### config.mk
export PLATFORM = sky130hd
export DESIGN_NAME = tlb_page_table_translator
export DESIGN_NICKNAME = d
export VERILOG_FILES = /design/src/design/tlbpt_pkg.sv /design/src/design/tlb_page_table_translator.sv /design/src/design/tlbpt_cell.sv /design/src/design/tlbpt_page_table.sv
export SDC_FILE = /design/constraint.sdc
export NUM_CORES = 2
export LEC_CHECK = 0
export ABC_AREA = 1
export BUFFER_PORTS_ARGS = -buffer_cell sky130_fd_sc_hd__buf_2
export CELL_PAD_IN_SITES_DETAIL_PLACEMENT = 0
export CELL_PAD_IN_SITES_GLOBAL_PLACEMENT = 2
export CORE_ASPECT_RATIO = 1.5
export CORE_MARGIN = 2
export CORE_UTILIZATION = 45
export DETAILED_ROUTE_END_ITERATION = 7
export HOLD_SLACK_MARGIN = 0.03
export PLACE_DENSITY_LB_ADDON = 0.2
export SLEW_MARGIN = 15
export SYNTH_ARGS = -nofsm -noshare
export SYNTH_HDL_FRONTEND = slang
export SYNTH_SLANG_ARGS = --single-unit
### constraint.sdc
create_clock -name clock -period 17.7 [get_ports clock]
set_input_delay 2.655 -clock clock [delete_from_list [all_inputs] [get_ports clock]]
set_output_delay 2.655 -clock clock [all_outputs]
set_load 0.02 [all_outputs]
### src/design/tlbpt_pkg.sv
// Package for the TLB / page-table translator.
// Holds widths, counter limits and the TLB entry type shared by the translator, its submodules and the testbench.
// No dependencies.
package tlbpt_pkg;

   localparam int TLB_DEPTH   = 16;
   localparam int PAGE_COUNT  = 256;
   localparam int ADDR_W      = 16;
   localparam int PAGE_W      = 8;
   localparam int OFFSET_W    = 8;
   localparam int FRAME_W     = 8;
   localparam int COUNT_W     = 32;
   localparam int NEXT_FREE_W = 9;

   localparam logic [NEXT_FREE_W-1:0] FRAME_LIMIT = NEXT_FREE_W'(PAGE_COUNT);
   localparam logic [COUNT_W-1:0]     COUNT_MAX   = {COUNT_W{1'b1}};

   typedef logic [PAGE_W-1:0]   page_type;
   typedef logic [FRAME_W-1:0]  frame_type;
   typedef logic [OFFSET_W-1:0] offset_type;
   typedef logic [COUNT_W-1:0]  count_type;

   // One TLB slot, handed from cell to cell on a push
   typedef struct packed {
      logic      valid;
      page_type  page;
      frame_type frame;
   } tlb_entry_type;

endpackage

### src/design/tlb_page_table_translator.sv
// On accept, the page-table read and the request are registered; in the resolve
// cycle the TLB lookup decides the frame and the result registers load, so rsp_valid
// rises in the cycle after the resolve cycle. A new request is taken only once resolve ends.
// busy is high during the resolve cycle. Synchronous reset clears the TLB,
// page-table valid bits, the free-frame pointer and all counters.
// The receiver cannot stall; results are never held off.
module tlb_page_table_translator (
   input  logic        clock,
   input  logic        reset,
   input  logic        start,
   output logic        busy,
   input  logic [15:0] req_virtual_address,
   output logic        rsp_valid,
   output logic [15:0] rsp_phys_addr,
   output logic        rsp_tlb_hit,
   output logic        rsp_page_fault,
   output logic [31:0] rsp_access_count,
   output logic [31:0] rsp_hit_count,
   output logic [31:0] rsp_fault_count
);

   typedef enum logic {
      ST_IDLE,
      ST_RESOLVE
   } state_type;

   localparam int TD = tlbpt_pkg::TLB_DEPTH;

   state_type                           state_ff;
   logic                                busy_ff;
   tlbpt_pkg::page_type                 page_ff;
   tlbpt_pkg::offset_type               offset_ff;
   logic [tlbpt_pkg::NEXT_FREE_W-1:0]   next_free_ff, next_free_in;
   tlbpt_pkg::count_type                accesses_ff, accesses_in;
   tlbpt_pkg::count_type                hits_ff, hits_in;
   tlbpt_pkg::count_type                faults_ff, faults_in;
   logic                                rsp_valid_ff;
   logic [tlbpt_pkg::ADDR_W-1:0]        rsp_addr_ff;
   logic                                rsp_hit_ff;
   logic                                rsp_fault_ff;

   logic                                accept;
   logic                                resolve;
   logic [TD-1:0]                       match_vec;
   tlbpt_pkg::frame_type                frame_sel [TD];
   tlbpt_pkg::tlb_entry_type            cell_out [TD];
   tlbpt_pkg::tlb_entry_type            new_entry;
   tlbpt_pkg::frame_type                tlb_frame;
   logic                                tlb_hit;
   logic                                pt_valid;
   tlbpt_pkg::frame_type                pt_frame;
   tlbpt_pkg::frame_type                frame;
   logic                                fault;
   logic                                push;

   assign accept  = start && !busy_ff;
   assign resolve = (state_ff == ST_RESOLVE);

   // Page table, read on accept so data is ready in the resolve cycle
   tlbpt_page_table u_page_table (
      .clock     (clock),
      .reset     (reset),
      .rd_en     (accept),
      .rd_page   (req_virtual_address[15:8]),
      .rd_frame  (pt_frame),
      .chk_page  (page_ff),
      .chk_valid (pt_valid),
      .wr_en     (resolve && fault),
      .wr_page   (page_ff),
      .wr_frame  (frame)
   );

   // TLB as a chain of cells, new pair enters at slot 0
   assign new_entry = '{valid: 1'b1, page: page_ff, frame: frame};

   for (genvar i = 0; i < TD; i++) begin : g_cell
      tlbpt_cell u_cell (
         .clock       (clock),
         .reset       (reset),
         .shift       (push),
         .lookup_page (page_ff),
         .entry_in    ((i == 0) ? new_entry : cell_out[(i == 0) ? 0 : i-1]),
         .entry_out   (cell_out[i]),
         .match       (match_vec[i]),
         .frame_sel   (frame_sel[i])
      );
   end

   // Valid entries hold distinct pages, so at most one slot matches
   always_comb begin
      tlb_frame = '0;
      for (int i = 0; i < TD; i++) begin
         tlb_frame = tlb_frame | frame_sel[i];
      end
   end

   assign tlb_hit = |match_vec;

   // Translation decision
   always_comb begin
      fault = !tlb_hit && !pt_valid;
      push  = resolve && !tlb_hit;
      if (tlb_hit) begin
         frame = tlb_frame;
      end else if (pt_valid) begin
         frame = pt_frame;
      end else begin
         frame = next_free_ff[tlbpt_pkg::FRAME_W-1:0];
      end
   end

   // Saturating counters and free-frame pointer
   always_comb begin
      accesses_in  = (accesses_ff == tlbpt_pkg::COUNT_MAX) ? accesses_ff
                                                          : accesses_ff + 32'd1;
      hits_in      = hits_ff;
      faults_in    = faults_ff;
      next_free_in = next_free_ff;
      if (tlb_hit && hits_ff != tlbpt_pkg::COUNT_MAX) begin
         hits_in = hits_ff + 32'd1;
      end
      if (fault) begin
         if (faults_ff != tlbpt_pkg::COUNT_MAX) begin
            faults_in = faults_ff + 32'd1;
         end
         if (next_free_ff < tlbpt_pkg::FRAME_LIMIT) begin
            next_free_in = next_free_ff + 9'd1;
         end
      end
   end

   // Sequencer, counters and result registers
   always_ff @(posedge clock) begin
      if (reset) begin
         state_ff     <= ST_IDLE;
         busy_ff      <= 1'b0;
         rsp_valid_ff <= 1'b0;
         next_free_ff <= '0;
         accesses_ff  <= '0;
         hits_ff      <= '0;
         faults_ff    <= '0;
      end else begin
         unique case (state_ff)
            ST_IDLE: begin
               rsp_valid_ff <= 1'b0;
               if (accept) begin
                  state_ff  <= ST_RESOLVE;
                  busy_ff   <= 1'b1;
                  page_ff   <= req_virtual_address[15:8];
                  offset_ff <= req_virtual_address[7:0];
               end
            end
            ST_RESOLVE: begin
               state_ff     <= ST_IDLE;
               busy_ff      <= 1'b0;
               rsp_valid_ff <= 1'b1;
               rsp_addr_ff  <= {frame, offset_ff};
               rsp_hit_ff   <= tlb_hit;
               rsp_fault_ff <= fault;
               accesses_ff  <= accesses_in;
               hits_ff      <= hits_in;
               faults_ff    <= faults_in;
               next_free_ff <= next_free_in;
            end
            default: begin
               state_ff     <= ST_IDLE;
               busy_ff      <= 1'b0;
               rsp_valid_ff <= 1'b0;
            end
         endcase
      end
   end

   assign busy             = busy_ff;
   assign rsp_valid        = rsp_valid_ff;
   assign rsp_phys_addr    = rsp_addr_ff;
   assign rsp_tlb_hit      = rsp_hit_ff;
   assign rsp_page_fault   = rsp_fault_ff;
   assign rsp_access_count = accesses_ff;
   assign rsp_hit_count    = hits_ff;
   assign rsp_fault_count  = faults_ff;

endmodule

### src/design/tlbpt_cell.sv
// One TLB slot of the FIFO shift chain: holds a page/frame pair, compares it
// against the page being looked up. Depends on tlbpt_pkg.
module tlbpt_cell (
   input  logic                    clock,
   input  logic                    reset,
   input  logic                    shift,
   input  tlbpt_pkg::page_type     lookup_page,
   input  tlbpt_pkg::tlb_entry_type entry_in,
   output tlbpt_pkg::tlb_entry_type entry_out,
   output logic                    match,
   output tlbpt_pkg::frame_type    frame_sel
);

   tlbpt_pkg::tlb_entry_type entry_ff;

   // Take the neighbor's entry on every push
   always_ff @(posedge clock) begin
      if (reset) begin
         entry_ff <= '0;
      end else if (shift) begin
         entry_ff <= entry_in;
      end
   end

   // A cleared slot never matches, not even page 0
   assign match     = entry_ff.valid && (entry_ff.page == lookup_page);
   assign frame_sel = match ? entry_ff.frame : '0;
   assign entry_out = entry_ff;

endmodule

### src/design/tlbpt_page_table.sv
// Page table: frame memory with registered read, plus a valid bit per page.
// Depends on tlbpt_pkg.
module tlbpt_page_table (
   input  logic                 clock,
   input  logic                 reset,
   input  logic                 rd_en,
   input  tlbpt_pkg::page_type  rd_page,
   output tlbpt_pkg::frame_type rd_frame,
   input  tlbpt_pkg::page_type  chk_page,
   output logic                 chk_valid,
   input  logic                 wr_en,
   input  tlbpt_pkg::page_type  wr_page,
   input  tlbpt_pkg::frame_type wr_frame
);

   tlbpt_pkg::frame_type                  frame_mem_ff [tlbpt_pkg::PAGE_COUNT];
   tlbpt_pkg::frame_type                  rd_frame_ff;
   logic [tlbpt_pkg::PAGE_COUNT-1:0]      valid_ff;

   // Frame store: contents undefined until written
   always_ff @(posedge clock) begin
      if (wr_en) begin
         frame_mem_ff[wr_page] <= wr_frame;
      end
      if (rd_en) begin
         rd_frame_ff <= frame_mem_ff[rd_page];
      end
   end

   // Valid bits, cleared at reset
   always_ff @(posedge clock) begin
      if (reset) begin
         valid_ff <= '0;
      end else if (wr_en) begin
         valid_ff[wr_page] <= 1'b1;
      end
   end

   assign rd_frame  = rd_frame_ff;
   assign chk_valid = valid_ff[chk_page];

endmodule

==> run metrics <==
multiplexer share of the synthesized area=0%; peak supply drop=0.00009102 V; Hold WS=0.4174 ns; Async SR Flop Fraction=0%; EDFF count, synth=2090; Yosys warning total=0; CP max FO=104; DRC violation count after routing=2; CTS root buf=clkbuf_16; Netlist Area Pre-Place=111800 um^2; drt via density=5.682; global-route wire length before repair=522800 um; Arrival @ worst endpoint=7.77 ns; total grt overflow=0; RSZ-0062 raised after global routing=no; starting density of the core=45.14%; drt pass-1 iters=8; # H-tree levels=5; Synth Area in Adders=0.04475%; Clock Latency Late Sink=0.85 ns; max cap viols=0; Mapped Cells=10.77k; number of fill cells=22.59k; Synth area leader=edfxtp_1; post-DP HPWL=215200 um; Yosys reg bits=2726; via count=80.27k; Final Hold Viols=0; final setup margin=10.42 ns; power density over the cells=109.5 nW/um^2; setup_tns=0 ns; total CTS buffers=271; Placement Rows=224; Reg clk slew, reported paths=0.06 ns; top-area cell type share of the netlist area=56.12%; Die Wd=411.0 um; post-layout util=50.14%; ranking of synthesized cells by area=edfxtp_1 56%, dfxtp_1 11%, o21ai_0 6.4%; post-synth cell types=43; Flop pwr share=50.8%; Rel. slew slack=20.37%; part of the power in the clock network=43.6%; DR WL/cell=25.28 um; synthesis-to-finish area growth=11.09%; largest net degree at the start of global routing=209; CTS resizes=0; Post-Synth XOR/XNOR Area=0.7205%; Hold-fix buffers, CTS=0; Worst-Margin Slew=1.192 ns; design internal power=0.01051 W; Final nets=10.63k; startpoint types=flop; Routed Antenna Nets=0; ratio of cells with drive above 1 in the final layout=6.694%; Synth Area in Compound Gates=12.93%; switching share of total power=22.73%; Final Critical Period=7.280 ns; failing checks=design-rule violations; most numerous cell in the Yosys netlist=edfxtp_1; Clock Sinks=2726; Gate power share=5.6%; Post-Synth Simple-Gate Area=13.22%; CTS tree=built; CP required=18.19 ns; final setup fails=0; Worst Skew=0.04527 ns; I/O pins=135; kind of critical path=flop to flop; f_max=137.4 MHz; Hold Crit Class=flop to flop; Final period util=41.13%; Pleak=44.46 nW; syn_area_per_cell=10.39 um^2; final slew viol count=0; dpl ws=9.879 ns; Tot GR Track Use=27.68%; Post-Syn Nets=10.79k; Crit. End Element=flop; top_reg_cell synth=edfxtp_1; vias in the first global route=78.28k; post-synthesis sequential area ratio=67.50%; die height=614.6 um; core area=247800 um^2; Detailed Route Iter0 Violations=7044; clk buf depth=4; Psw=0.003091 W; Post-synth top cells=2090 x edfxtp_1, 1571 x nand2_1, 1437 x o21ai_0; largest family of logic cells by synthesized area=simple AND/OR/NAND/NOR gates; post-CTS setup buffers=0; DIE AREA=252600 um^2; routability cong.=0.8704; outcome=finished, violations left; initial antenna violation count=15; buffers added on ports=134; drt total wl=357200 um
-- final cells by class --
| type | count | area (um^2) | share of cell area (%) |
|---|---|---|---|
| antenna | 35 | 87.58 | 0.07050 |
| clock buffer | 357 | 7540 | 6.069 |
| clock inverter | 127 | 1443 | 1.161 |
| inverter | 890 | 3377 | 2.718 |
| multi-input combinational | 6447 | 30310 | 24.39 |
| sequential | 2726 | 75490 | 60.77 |
| tap | 3277 | 4100 | 3.300 |
| timing repair buffer | 268 | 1888 | 1.520 |
-- state kept, by name, indices dropped and copies added (netlist names), 8 cells and up --
signal	flops
g_cell.u_cell.entry_out	272
rsp_hit_count	32
rsp_fault_count	32
page_ff	8
u_page_table.rd_frame	8
u_page_table.frame_mem_ff	2048
rsp_phys_addr	16
offset_ff	8
u_page_table.valid_ff	256
next_free_ff	9
rsp_access_count	32
-- path summary, 6_finish.rpt --
path                                   start                                 to  slack (ns)  cells after the start
worst max-delay path              page_ff[0]  u_page_table.frame_mem_ff[163][1]       10.42                     23
worst min-delay path            offset_ff[4]                   rsp_phys_addr[4]        0.42                      0
worst max register to register    page_ff[0]  u_page_table.frame_mem_ff[163][1]       10.42                     23
worst min register to register  offset_ff[4]                   rsp_phys_addr[4]        0.42                      0
-- critical path, stage by stage, from the launching register on --
cell	delay [ns]
edfxtp_1	0.45
buf_12	0.27
inv_4	0.61
buf_4	0.61
nand2_1	0.10
nand2_1	0.08
nand2_1	0.05
nand2_1	0.10
nand2_1	0.05
nand2_1	0.18
nor2_1	0.08
nor2_1	0.09
nor2_1	0.06
nand2_1	0.06
nand2_1	0.06
nand2_1	0.22
nor2_4	0.04
buf_4	0.29
nand2_1	0.14
nand3_1	0.15
nand2_4	0.54
buf_4	0.78
buf_4	0.73
buf_4	0.84
-- power groups by stage --
stage	Clock [W]	Combinational [W]	Sequential, W
2_1_floorplan	0	0.000462	0.00705
3_3_place_gp	0	0.000749	0.00705
3_5_place_dp	0	0.000754	0.00705
4_1_cts	0.00602	0.000756	0.00691
5_1_grt	0.00625	0.000821	0.00691
6_report	0.00593	0.000757	0.00691
-- kinds of logic after synthesis --
family	Yosys count
and+or+nand+nor	3634
xor gates and xnor gates	92
AOI/OAI and AO/OA	2717
DFF	2726
buffers and inverters	1594
adders and majority gates	4
-- metal layers --
layer	up-vias	routed length, um	track usage [%]	share of wire [%]
li1	37080	-	-	-
met1	40070	141900	34.55	40
met2	2562	181000	48.33	51
met3	547	19440	3.530	5.4
met4	10	14840	11.34	4.2
met5	-	61	0	0.017
-- cells in the final DEF (no fill, tap or decap), types with 122 or more instances in the layout --
master     synthesis  layout
clkbuf_16          0     283
dfxtp_1          636     636
a21oi_1          607     607
o22ai_1          644     644
nand2_1         1571    1563
nor2_1          1405    1386
nand3_1          485     485
inv_1            877     872
o21ai_0         1437    1437
buf_2             85     128
buf_4             25     122
edfxtp_1        2090    2090
-- metrics by stage --
step | total power [W] | instance area, um^2 | cells
3_3_place_gp | 0.007799 | 115200 | 13610
3_5_place_dp | 0.007803 | 115200 | 13610
2_1_floorplan | 0.007511 | 111800 | 10770
4_1_cts | 0.01369 | 124100 | 14090
6_report | 0.01360 | 124200 | 14130
5_1_grt | 0.01398 | 124200 | 14120
Power figures use the tool's default switching activity.
